<file path="src/threshold_vote_distance_average_macros.svh">
// Assertion macros shared by the threshold vote distance averager RTL.
`ifndef THRESHOLD_VOTE_DISTANCE_AVERAGE_MACROS_SVH
`define THRESHOLD_VOTE_DISTANCE_AVERAGE_MACROS_SVH

`ifndef SYNTHESIS

// Same-cycle implication, checked at every rising edge outside reset.
`define TVDA_ASSERT_IMPLIES(label, clk, rst_n, ante, cons) \
	label: assert property (@(posedge clk) disable iff (!rst_n) (ante) |-> (cons)) \
		else $error("assertion failed: same-cycle implication");

// Next-cycle implication, checked at every rising edge outside reset.
`define TVDA_ASSERT_NEXT(label, clk, rst_n, ante, cons) \
	label: assert property (@(posedge clk) disable iff (!rst_n) (ante) |=> (cons)) \
		else $error("assertion failed: next-cycle implication");

`else

`define TVDA_ASSERT_IMPLIES(label, clk, rst_n, ante, cons)
`define TVDA_ASSERT_NEXT(label, clk, rst_n, ante, cons)

`endif

`endif

</file>
<file path="src/tvda_pkg.sv">
// Shared types and constants of the threshold vote distance averager.
`default_nettype none

package tvda_pkg;

	// Width of one distance value and of the threshold register.
	localparam int DATA_W = 15;
	// Stream data width: one distance value padded to whole bytes.
	localparam int TDATA_W = 16;
	// Threshold after reset (indoor setting); software writes 300 for outdoor use.
	localparam logic [DATA_W-1:0] THRESHOLD_RESET = 15'd150;

	// Status of the shared divider as seen by the sequencer.
	typedef struct packed {
		logic busy;
		logic done;
	} tvda_div_stat_t;

endpackage

`default_nettype wire

</file>
<file path="src/tvda_div.sv">
// Restoring divider that produces one quotient bit per cycle.
`default_nettype none

module tvda_div #(
	parameter int SUM_W = 17,
	parameter int CNT_W = 2
) (
	input  logic                         clk,
	input  logic                         arst_n,
	input  logic                         start,
	input  logic [SUM_W-1:0]             dividend,
	input  logic [CNT_W-1:0]             divisor,
	output logic [tvda_pkg::DATA_W-1:0]  quotient,
	output tvda_pkg::tvda_div_stat_t     stat
);
	import tvda_pkg::*;

	localparam int STEP_W = $clog2(SUM_W);

	logic               busy_q;
	logic               done_q;
	logic [STEP_W-1:0]  step_q;
	logic [SUM_W-1:0]   dvd_q;
	logic [SUM_W-1:0]   quo_q;
	logic [CNT_W-1:0]   dvs_q;
	logic [CNT_W-1:0]   rem_q;

	logic [CNT_W:0]     rem_sh;
	logic [CNT_W:0]     rem_diff;
	logic               fits;
	logic [CNT_W-1:0]   rem_nx;

	// The remainder stays below the divisor, so one extra bit holds the shifted value.
	assign rem_sh   = {rem_q, dvd_q[SUM_W-1]};
	assign fits     = rem_sh >= {1'b0, dvs_q};
	assign rem_diff = rem_sh - {1'b0, dvs_q};
	assign rem_nx   = fits ? rem_diff[CNT_W-1:0] : rem_sh[CNT_W-1:0];

	always_ff @(posedge clk or negedge arst_n) begin
		if (!arst_n) begin
			busy_q <= 1'b0;
			done_q <= 1'b0;
			step_q <= '0;
			dvd_q  <= '0;
			quo_q  <= '0;
			dvs_q  <= '0;
			rem_q  <= '0;
		end else begin
			done_q <= 1'b0;
			if (start) begin
				busy_q <= 1'b1;
				step_q <= '0;
				dvd_q  <= dividend;
				dvs_q  <= divisor;
				rem_q  <= '0;
			end else if (busy_q) begin
				dvd_q  <= {dvd_q[SUM_W-2:0], 1'b0};
				quo_q  <= {quo_q[SUM_W-2:0], fits};
				rem_q  <= rem_nx;
				step_q <= step_q + STEP_W'(1);
				if (step_q == STEP_W'(SUM_W - 1)) begin
					busy_q <= 1'b0;
					done_q <= 1'b1;
				end
			end
		end
	end

	// The average never exceeds the largest reading, so the low bits hold it whole.
	assign quotient = quo_q[DATA_W-1:0];
	assign stat     = '{busy: busy_q, done: done_q};

endmodule

`default_nettype wire

</file>
<file path="src/threshold_vote_distance_average.sv">
// Top level of the threshold vote distance averager: group sequencer and output register.
// A reading that does not close a group is taken without a stall; the next request is ready at once.
// A reading that closes a group runs the shared bit-serial divider over all SUM_W dividend bits
// (15 + clog2(GROUP_SIZE), 17 by default) unless its class is empty; the result shows on m_tvalid
// once ST_HOLD loads the output register, and the next request is taken in the cycle after that load.
// arst_n clears the group counters, the sums and both handshakes; the threshold resets to 150.
`default_nettype none
`include "threshold_vote_distance_average_macros.svh"

module threshold_vote_distance_average #(
	parameter int GROUP_SIZE   = 3,
	parameter int MIN_POSITIVE = 2
) (
	input  logic                          clk,
	input  logic                          arst_n,
	input  logic                          threshold_we,
	input  logic [tvda_pkg::DATA_W-1:0]   threshold_wdata,
	input  logic                          s_tvalid,
	output logic                          s_tready,
	input  logic [tvda_pkg::TDATA_W-1:0]  s_tdata,  // [14:0] reading, [15] zero pad
	output logic                          m_tvalid,
	input  logic                          m_tready,
	output logic [tvda_pkg::TDATA_W-1:0]  m_tdata,  // [14:0] avg_distance, [15] zero pad
	output logic                          m_tuser   // [0] detected
);
	import tvda_pkg::*;

	localparam int SUM_W = DATA_W + $clog2(GROUP_SIZE);
	localparam int CNT_W = $clog2(GROUP_SIZE + 1);

	typedef enum logic [1:0] {
		ST_ACC,
		ST_DIV,
		ST_HOLD
	} state_t;

	state_t              state_q;
	logic [DATA_W-1:0]   threshold_q;
	logic [CNT_W-1:0]    idx_q;
	logic [CNT_W-1:0]    pos_cnt_q;
	logic [SUM_W-1:0]    pos_sum_q;
	logic [SUM_W-1:0]    neg_sum_q;
	logic                hit_q;
	logic [DATA_W-1:0]   res_avg_q;
	logic                m_valid_q;
	logic [DATA_W-1:0]   m_avg_q;
	logic                m_hit_q;

	logic [DATA_W-1:0]   reading;
	logic                is_pos;
	logic                accept;
	logic                last;
	logic [CNT_W-1:0]    pos_cnt_nx;
	logic [CNT_W-1:0]    neg_cnt_nx;
	logic [SUM_W-1:0]    pos_sum_nx;
	logic [SUM_W-1:0]    neg_sum_nx;
	logic                hit_nx;
	logic [SUM_W-1:0]    div_dvd;
	logic [CNT_W-1:0]    div_dvs;
	logic                div_start;
	logic [DATA_W-1:0]   div_quo;
	tvda_div_stat_t      div_stat;

	assign reading    = s_tdata[DATA_W-1:0];
	assign is_pos     = reading <= threshold_q;
	assign accept     = s_tvalid && s_tready;
	assign last       = idx_q == CNT_W'(GROUP_SIZE - 1);
	assign pos_cnt_nx = pos_cnt_q + CNT_W'(is_pos);
	assign neg_cnt_nx = CNT_W'(GROUP_SIZE) - pos_cnt_nx;
	assign pos_sum_nx = pos_sum_q + (is_pos ? SUM_W'(reading) : SUM_W'(0));
	assign neg_sum_nx = neg_sum_q + (is_pos ? SUM_W'(0) : SUM_W'(reading));
	assign hit_nx     = {{(32 - CNT_W){1'b0}}, pos_cnt_nx} >= 32'(MIN_POSITIVE);
	assign div_dvd    = hit_nx ? pos_sum_nx : neg_sum_nx;
	assign div_dvs    = hit_nx ? pos_cnt_nx : neg_cnt_nx;
	// An empty class averages to zero and skips the divider.
	assign div_start  = accept && last && (div_dvs != '0);

	tvda_div #(
		.SUM_W (SUM_W),
		.CNT_W (CNT_W)
	) u_div (
		.clk      (clk),
		.arst_n   (arst_n),
		.start    (div_start),
		.dividend (div_dvd),
		.divisor  (div_dvs),
		.quotient (div_quo),
		.stat     (div_stat)
	);

	always_ff @(posedge clk or negedge arst_n) begin
		if (!arst_n) begin
			state_q     <= ST_ACC;
			threshold_q <= THRESHOLD_RESET;
			idx_q       <= '0;
			pos_cnt_q   <= '0;
			pos_sum_q   <= '0;
			neg_sum_q   <= '0;
			hit_q       <= 1'b0;
			res_avg_q   <= '0;
			m_valid_q   <= 1'b0;
			m_avg_q     <= '0;
			m_hit_q     <= 1'b0;
		end else begin
			if (threshold_we) begin
				threshold_q <= threshold_wdata;
			end
			// In ST_HOLD the load below also covers a result leaving in this cycle.
			if (m_valid_q && m_tready && state_q != ST_HOLD) begin
				m_valid_q <= 1'b0;
			end
			case (state_q)
				ST_ACC: begin
					if (accept) begin
						if (last) begin
							idx_q     <= '0;
							pos_cnt_q <= '0;
							pos_sum_q <= '0;
							neg_sum_q <= '0;
							hit_q     <= hit_nx;
							if (div_dvs == '0) begin
								res_avg_q <= '0;
								state_q   <= ST_HOLD;
							end else begin
								state_q <= ST_DIV;
							end
						end else begin
							idx_q     <= idx_q + CNT_W'(1);
							pos_cnt_q <= pos_cnt_nx;
							pos_sum_q <= pos_sum_nx;
							neg_sum_q <= neg_sum_nx;
						end
					end
				end
				ST_DIV: begin
					if (div_stat.done) begin
						res_avg_q <= div_quo;
						state_q   <= ST_HOLD;
					end
				end
				ST_HOLD: begin
					// Load the result once the previous one has left the output register.
					if (!m_valid_q || m_tready) begin
						m_valid_q <= 1'b1;
						m_avg_q   <= res_avg_q;
						m_hit_q   <= hit_q;
						state_q   <= ST_ACC;
					end
				end
				default: begin
					state_q <= ST_ACC;
				end
			endcase
		end
	end

	assign s_tready = state_q == ST_ACC;
	assign m_tvalid = m_valid_q;
	assign m_tdata  = {{(TDATA_W - DATA_W){1'b0}}, m_avg_q};
	assign m_tuser  = m_hit_q;

	`TVDA_ASSERT_IMPLIES(a_no_req_while_div, clk, arst_n, div_stat.busy, !s_tready)
	`TVDA_ASSERT_IMPLIES(a_done_only_in_div, clk, arst_n, div_stat.done, state_q == ST_DIV)
	`TVDA_ASSERT_NEXT(a_hold_loads_output, clk, arst_n, state_q == ST_HOLD && (!m_valid_q || m_tready), m_valid_q && state_q == ST_ACC)
	`TVDA_ASSERT_NEXT(a_group_end_starts, clk, arst_n, accept && last && div_dvs != '0, div_stat.busy && state_q == ST_DIV)

endmodule

`default_nettype wire

</file>
<file path="config.mk">
export PLATFORM = sky130hd
export DESIGN_NAME = threshold_vote_distance_average
export DESIGN_NICKNAME = d
export VERILOG_FILES = /design/src/tvda_pkg.sv /design/src/tvda_div.sv /design/src/threshold_vote_distance_average.sv
export VERILOG_INCLUDE_DIRS = /design/src /design/src/src
export SDC_FILE = /design/constraint.sdc
export NUM_CORES = 1
export LEC_CHECK = 0
export ABC_AREA = 1
export BUFFER_PORTS_ARGS = -buffer_cell sky130_fd_sc_hd__buf_4
export CAP_MARGIN = 15
export CORE_ASPECT_RATIO = 2
export CORE_MARGIN = 5
export CORE_UTILIZATION = 50
export CTS_CLUSTER_SIZE = 20
export DETAILED_ROUTE_END_ITERATION = 6
export HOLD_SLACK_MARGIN = 0.05
export PLACE_DENSITY_LB_ADDON = 0.12
export SYNTH_ARGS = -nofsm -noshare
export SYNTH_HDL_FRONTEND = slang
export SYNTH_SLANG_ARGS = --single-unit
</file>
<file path="constraint.sdc">
create_clock -name clk -period 3.1 [get_ports clk]
set_clock_uncertainty 0.05 [all_clocks]
set_input_delay 0.31 -clock clk [delete_from_list [all_inputs] [get_ports clk]]
set_output_delay 0.31 -clock clk [all_outputs]
set_load 0.02 [all_outputs]
</file>
# Word-level counts from Yosys, hierarchy flattened
# Cells that the tools add are included.
# Widths: inputs -> output; s select.
op_classes:
  add_sub_neg: 7
  bitwise: 1
  n_mul: 0
  n_lt_le_gt_ge: 3
  n_eq_ne: 10
  muxes: 35
  div_mod_pow: 0
  n_reduce_logical: 18
  shifts: 0
ops:
  columns: ["op", "n"]
  rows:
  - ["$mux 15", 6]
  - ["$mux 17", 5]
  - ["$add 17x15->17", 2]
  - ["$pmux 15 s2", 1]
  - ["$mux 2", 11]
  - ["$le 15x15->1", 1]
  - ["$mux 5", 2]
  - ["$mux 1", 9]
  - ["$ne 2x1->1 const B", 4]
  - ["$pmux 2 s3", 1]
  - ["$reduce_and 2->1", 3]
  - ["$reduce_bool 2->1", 3]
  - ["$add 5x1->5 const B", 1]
  - ["$eq 5x5->1 const B", 1]
  - ["$logic_and 1x1->1", 5]
  - ["$reduce_and 5->1", 1]
  - ["$eq 2x2->1 const B", 2]
  - ["$logic_not 2->1", 2]
  - ["$ne 2x2->1 const B", 2]
  - ["$reduce_and 4->1", 1]
  - ["$ge 3x2->1", 1]
  - ["$reduce_and 3->1", 1]
  - ["$add 2x1->2", 1]
  - ["$add 2x1->2 const B", 1]
  - ["7 further kinds", 7]
totals:
  ram_bits: 0
  n_memories: 0
  inputBits: 36
  latchBits: 0
  output_inout_bits: 19
  reg_bits: 131
  elab_cells: 92
  rom_bits: 0

# Depth between registers and ports, before layout
logic_depth:
  depth_word: 9
  ltp_mapped: 24
  mapped_depth_nobuf: 23

# Modules after synthesis
# A second synthesis with hierarchy kept.
unflattened:
  cells_unflattened: 1083
  area_unflattened_um2: 8074.0
modules_own_cells:
  columns: ["module", "seq_area_each_um2", "area_each_um2", "cells_per_inst", "n_inst"]
  rows:
  - ["threshold_vote_distance_average", 2207.1, 6179.7, 869, 1]
  - ["tvda_div", 1076.0, 1894.3, 214, 1]

# Worst setup path before layout
# No wires, ideal clock.
synth_path:
  path_type: "flip-flop to flip-flop"
  from: "register threshold_q[2]"
  to: "register u_div.rem_q[1]"
  setup_time_ns: 0.121
  n_path_buf: 2
  setup_slack_ns: -0.124
  synth_period_minus_slack_ns: 3.224
  required_ns: 2.929
  t_arrival_ns: 3.053
  stages_incl_launch_ff: 20
  path_cell_list: "dfstp_2 -> inv_1 -> ha_1 -> nand2_1 -> o21ai_0 -> a21oi_1 -> o21ai_2 -> nand2_1 -> buf_4 -> ha_1 -> xnor2_1 -> inv_1 -> ha_1 -> nand2_2 -> nand2_2 -> inv_4 -> nand2_8 -> inv_4 -> buf_6 -> a22o_1"
synth_via:
  elab_chain_len: 7
  word_cells_on_any_way: 9
  cone_classes: "add/sub: 2; order compare: 2; mux: 2; reduce/logical: 3"
synth_lines:
  columns: ["item", "line", "text"]
  rows:
  - ["start, declared", "threshold_vote_distance_average.sv:38", "logic [DATA_W-1:0] threshold_q;"]
  - ["start signal, assigned", "threshold_vote_distance_average.sv:106", "threshold_q <= threshold_wdata;"]
  - ["$le 15x15->1 *", "threshold_vote_distance_average.sv:65", "assign is_pos = reading <= threshold_q;"]
  - ["$add 2x1->2 *", "threshold_vote_distance_average.sv:68", "assign pos_cnt_nx = pos_cnt_q + CNT_W'(is_pos);"]
  - ["$sub 2x2->2 / $ge 2x2->1 (equally long branches)", "threshold_vote_distance_average.sv:69, threshold_vote_distance_average.sv:72", null]
  - ["$mux 2 *", "threshold_vote_distance_average.sv:74", "assign div_dvs = hit_nx ? pos_cnt_nx : neg_cnt_nx;"]
  - ["named net div_dvs[0]", "threshold_vote_distance_average.sv:59", "logic [CNT_W-1:0] div_dvs;"]
  - ["$reduce_bool 2->1 *", "threshold_vote_distance_average.sv:76", "assign div_start = accept && last && (div_dvs != '0);"]
  - ["$logic_and 1x1->1 *", "threshold_vote_distance_average.sv:76", null]
  - ["$mux 2 / $reduce_bool 2->1 (equally long branches)", null, null]
  - ["end signal, assigned", "tvda_div.sv:59", "rem_q <= rem_nx;"]
  - ["end, declared", "tvda_div.sv:26", "logic [CNT_W-1:0] rem_q;"]
# Mark *: on every way through the listed nets, which the timed path passes. The rest lies on a longest branch.
# A chain may end at the register's enable or synchronous reset.

# Final worst setup path
layout_path:
  from: "register threshold_q[2]"
  to: "register u_div.dvd_q[10]"
layout_via:
  elab_chain_len: 7
  word_cells_on_any_way: 14
  cone_classes: "add/sub: 4; order compare: 2; mux: 5; reduce/logical: 3"
layout_lines:
  columns: ["item", "line", "text"]
  rows:
  - ["$le 15x15->1 *", "threshold_vote_distance_average.sv:65", null]
  - ["branches (longest 6 deep; another with $add 17x15->17)", null, null]
  - ["end signal, assigned", "tvda_div.sv:53", "dvd_q <= dividend;"]
  - ["end signal, assigned", "tvda_div.sv:57", "dvd_q <= {dvd_q[SUM_W-2:0], 1'b0};"]
  - ["end, declared", "tvda_div.sv:23", "logic [SUM_W-1:0] dvd_q;"]
# Every way passes the cells marked *.

==> results_dict.tcl <==
set metrics [dict create \
    rsz0062_at_grt "true" \
    hold_viol_final 0 \
    min_period_ps 3278 \
    dp_cells 1358 \
    ys_seq_area_share_pct 41.84 \
    final.setup.tns_ps -3022 \
    drt_iter0_markers 488 \
    portBuffers 52 \
    relSlewSlack_pct 42.09 \
    rr_startpoint "threshold_q[2]$_DFFE_PN1P_" \
    synth_cell_types 41 \
    synth_edf_count 0 \
    syn_nets 1141 \
    timing.fmax_mhz 305.0 \
    critPathLaunch "threshold_q[2]$_DFFE_PN1P_" \
    dieArea_um2 18450 \
    setup_ws_ps -178.4 \
    crit_required_ps 3370 \
    htree_levels 4 \
    cts_root_buf "clkbuf_16" \
    worstPathArrival_ps 3550 \
    rows 64 \
    dp.final_hpwl_um 15150 \
    stdcell_area_um2 11710 \
    grt_usage_pct 24.64 \
    antenna_cells 0 \
    final_net_count 1313 \
    reg2reg_slack_ps -180 \
    wirelength_um 25150 \
    grt_overflow 0 \
    cp_max_fo 6 \
    cts.sinks 131 \
    synthCells 1052 \
    finalPower_mw 10.79 \
    die_width_um 98.58 \
    irDropWorstVdd_uv 533.2 \
    num_io_pins 55 \
    pre_cts_ws_ps -257.8 \
    vias 7834 \
    chipHeight_um 187.2 \
    synthesis.area_um2 7846 \
    ant_nets 0 \
    grt_pass1_wl_um 36150 \
    dr.pass1.iters 5 \
    cp-end-kind "register" \
    clkTransAtPathRegs_ps 60 \
    worstHoldPathType "input port to register" \
    synth_ff_type "dfrtp_1" \
    min_from "threshold_wdata[0]" \
    grt_pass1_vias 7844 \
    status "finished, violations left" \
    coreArea_um2 15370 \
    max_slew.worst_pin.slew_ps 866.6 \
    drc 0 \
    cp-start-kind "register" \
    finalSetupViolCount 47 \
    gp_congestion 0.9544 \
    drv_slew 0 \
    viasPerCell 5.459 \
    ys_ff_latch 131 \
    avgSynthCellArea_um2 7.458 \
    worstSetupPathType "register to register" \
    initial_utilization_pct 51.03 \
    fin_cells 1435 \
    grt_start_max_net_pins 68 \
    area_delta_synth_final_pct 49.29 \
    yosysWarnings 0 \
    drive_above_1_share_pct 41.47 \
    period_share_pct 105.8 \
    synth-async-reset-ratio_pct 100.0 \
    drv_cap 0 \
    cts.path.max_buffers 2 \
    place_area_um2 9019 \
    cts-buffers-inserted 17 \
    cts_tree "yes" \
    wl_per_cell_um 17.52 \
    p_leak_nw 6.022 \
    antenna_found_initial 0 \
    clkLatencyLatePin_ps 430 \
    violations "negative setup slack" \
    n_fill_cell 1029 \
    power_density_nw_per_um2 921.1 \
]
critical path, stage by stage, from the launching register on:
cell     delay [ps]
dfstp_2         530
inv_2            50
ha_4            280
nand2_4          60
o21ai_2         120
a21oi_2          90
o21ai_4         310
nand2_8         120
buf_4           160
nor2_2          100
ha_1            300
buf_6           150
nand2_4          70
inv_1            90
nand3_4         100
nand2_8         100
nand2_4          80
nand2_1          70
nand2_2         100
nand3_2          80
nand3_1          90
nand2_1          50
registers in the layout, summed over array words and instances, names as in the netlist:
signal,flops
hit_q,1
idx_q,2
m_avg_q,15
m_tuser,1
m_tvalid,1
neg_sum_q,17
pos_cnt_q,2
pos_sum_q,17
res_avg_q,15
state_q,2
threshold_q,15
u_div.busy_q,1
u_div.done_q,1
u_div.dvd_q,17
u_div.dvs_q,2
u_div.quo_q,15
u_div.rem_q,2
u_div.step_q,5
power by group:
part / internal, mW / switching [mW]
Sequential: 2.31 / 0.442
Combinational: 2.58 / 3.41
Clock: 1.22 / 0.832
Total: 6.10 / 4.69
area by class of cell:
type / instances / area (um^2) / area share (%)
Multi-Input combinational cell: 727 / 5400 / 46.10
Sequential cell: 131 / 3283 / 28.03
Timing Repair Buffer: 178 / 1528 / 13.04
Inverter: 168 / 653.1 / 5.576
Clock buffer: 19 / 442.9 / 3.781
Tap cell: 198 / 247.7 / 2.115
Clock inverter: 13 / 147.6 / 1.260
Timing Repair inverter: 1 / 11.26 / 0.09613
synth_stat cells, types with 3 or more instances:
cell / number / share of area, %
nand2_1: 366 / 18
inv_1: 164 / 7.8
dfrtp_1: 127 / 41
o21ai_0: 78 / 5.0
nand3_1: 66 / 4.2
ha_1: 51 / 8.1
nor2_1: 47 / 2.2
a21oi_1: 44 / 2.8
mux2_2: 15 / 2.2
xnor2_1: 15 / 1.7
clkbuf_1: 13 / 0.62
buf_2: 6 / 0.38
nor3_1: 5 / 0.32
a22o_1: 4 / 0.45
and2_1: 4 / 0.32
buf_4: 4 / 0.38
dfstp_2: 4 / 1.3
nand2_2: 4 / 0.32
o22ai_1: 3 / 0.24
kinds of logic after synthesis:
group                      synth area share, %
xor gates and xnor gates                 1.898
other                                  0.04779
AOI/OAI and AO/OA                        9.313
and+or+nand+nor                          26.28
muxes                                    2.153
DFF                                      41.84
buffers and inverters                    9.823
adders and majority gates                8.643
cells in the final DEF, fill, tap and decap left out, types with 3 or more instances in the layout:
| cell | netlist | routed |
|---|---|---|
| nand2_1 | 366 | 244 |
| clkbuf_16 | 0 | 17 |
| nand2_4 | 2 | 33 |
| inv_6 | 0 | 5 |
| a22o_1 | 4 | 4 |
| a21oi_1 | 44 | 8 |
| ha_1 | 51 | 21 |
| o21ai_1 | 2 | 14 |
| o21ai_0 | 78 | 61 |
| xnor2_1 | 15 | 6 |
| inv_1 | 164 | 149 |
| inv_2 | 1 | 15 |
| inv_8 | 0 | 4 |
| a21oi_2 | 0 | 17 |
| nand2_8 | 1 | 4 |
| o21ai_2 | 1 | 5 |
| nand3_1 | 66 | 33 |
| nand3_2 | 0 | 30 |
| buf_4 | 4 | 139 |
| dfrtp_1 | 127 | 127 |
| and2_1 | 4 | 3 |
| mux2_2 | 15 | 15 |
| buf_12 | 0 | 5 |
| nor2_1 | 47 | 22 |
| ha_4 | 0 | 29 |
| nand3_4 | 0 | 3 |
| clkinvlp_4 | 0 | 4 |
| xnor2_2 | 0 | 9 |
| dlygate4sd3_1 | 0 | 15 |
| a21oi_4 | 0 | 19 |
| nand2_2 | 4 | 92 |
| dfstp_2 | 4 | 4 |
| nor2_4 | 2 | 14 |
| nor2_2 | 0 | 13 |
| buf_6 | 2 | 17 |
timing repair:
action | CTS | global route
gates cloned | 4 | 0
setup endpoints to repair | 65 | 64
endpoints found under the hold margin | 75 | 0
buffers inserted | 12 | 17
gates resized for setup | 124 | 290
pin swaps | 39 | 114
hold buffers | 15 | 0
metal layers:
layer / track usage, % / routed length (um) / vias up
li1: - / - / 3644
met1: 23.22 / 8335 / 3708
met2: 47.60 / 13680 / 329
met3: 3.994 / 1195 / 153
met4: 15.26 / 1933 / 0
met5: 0 / 0 / -
through the flow:
stage,hold WS [ps],utilization [%]
2_1_floorplan,-35.59,-
3_3_place_gp,317.0,58.66
3_5_place_dp,318.8,58.66
4_1_cts,53.46,67.23
5_1_grt,71.64,76.19
6_report,59.14,76.19
final timing paths:
check	end	cells past startpoint
setup / recovery	u_div.dvd_q[10]$_DFFE_PN0P_	21
hold / removal	threshold_q[0]$_DFFE_PN0P_	2
setup reg to reg	u_div.dvd_q[10]$_DFFE_PN0P_	21
hold reg to reg	res_avg_q[11]$_DFFE_PN0P_	2
max in group asynchronous	u_div.dvd_q[16]$_DFFE_PN0P_	3
min in group asynchronous	pos_cnt_q[1]$_DFFE_PN0P_	2
Power figures use the tool's default switching activity.
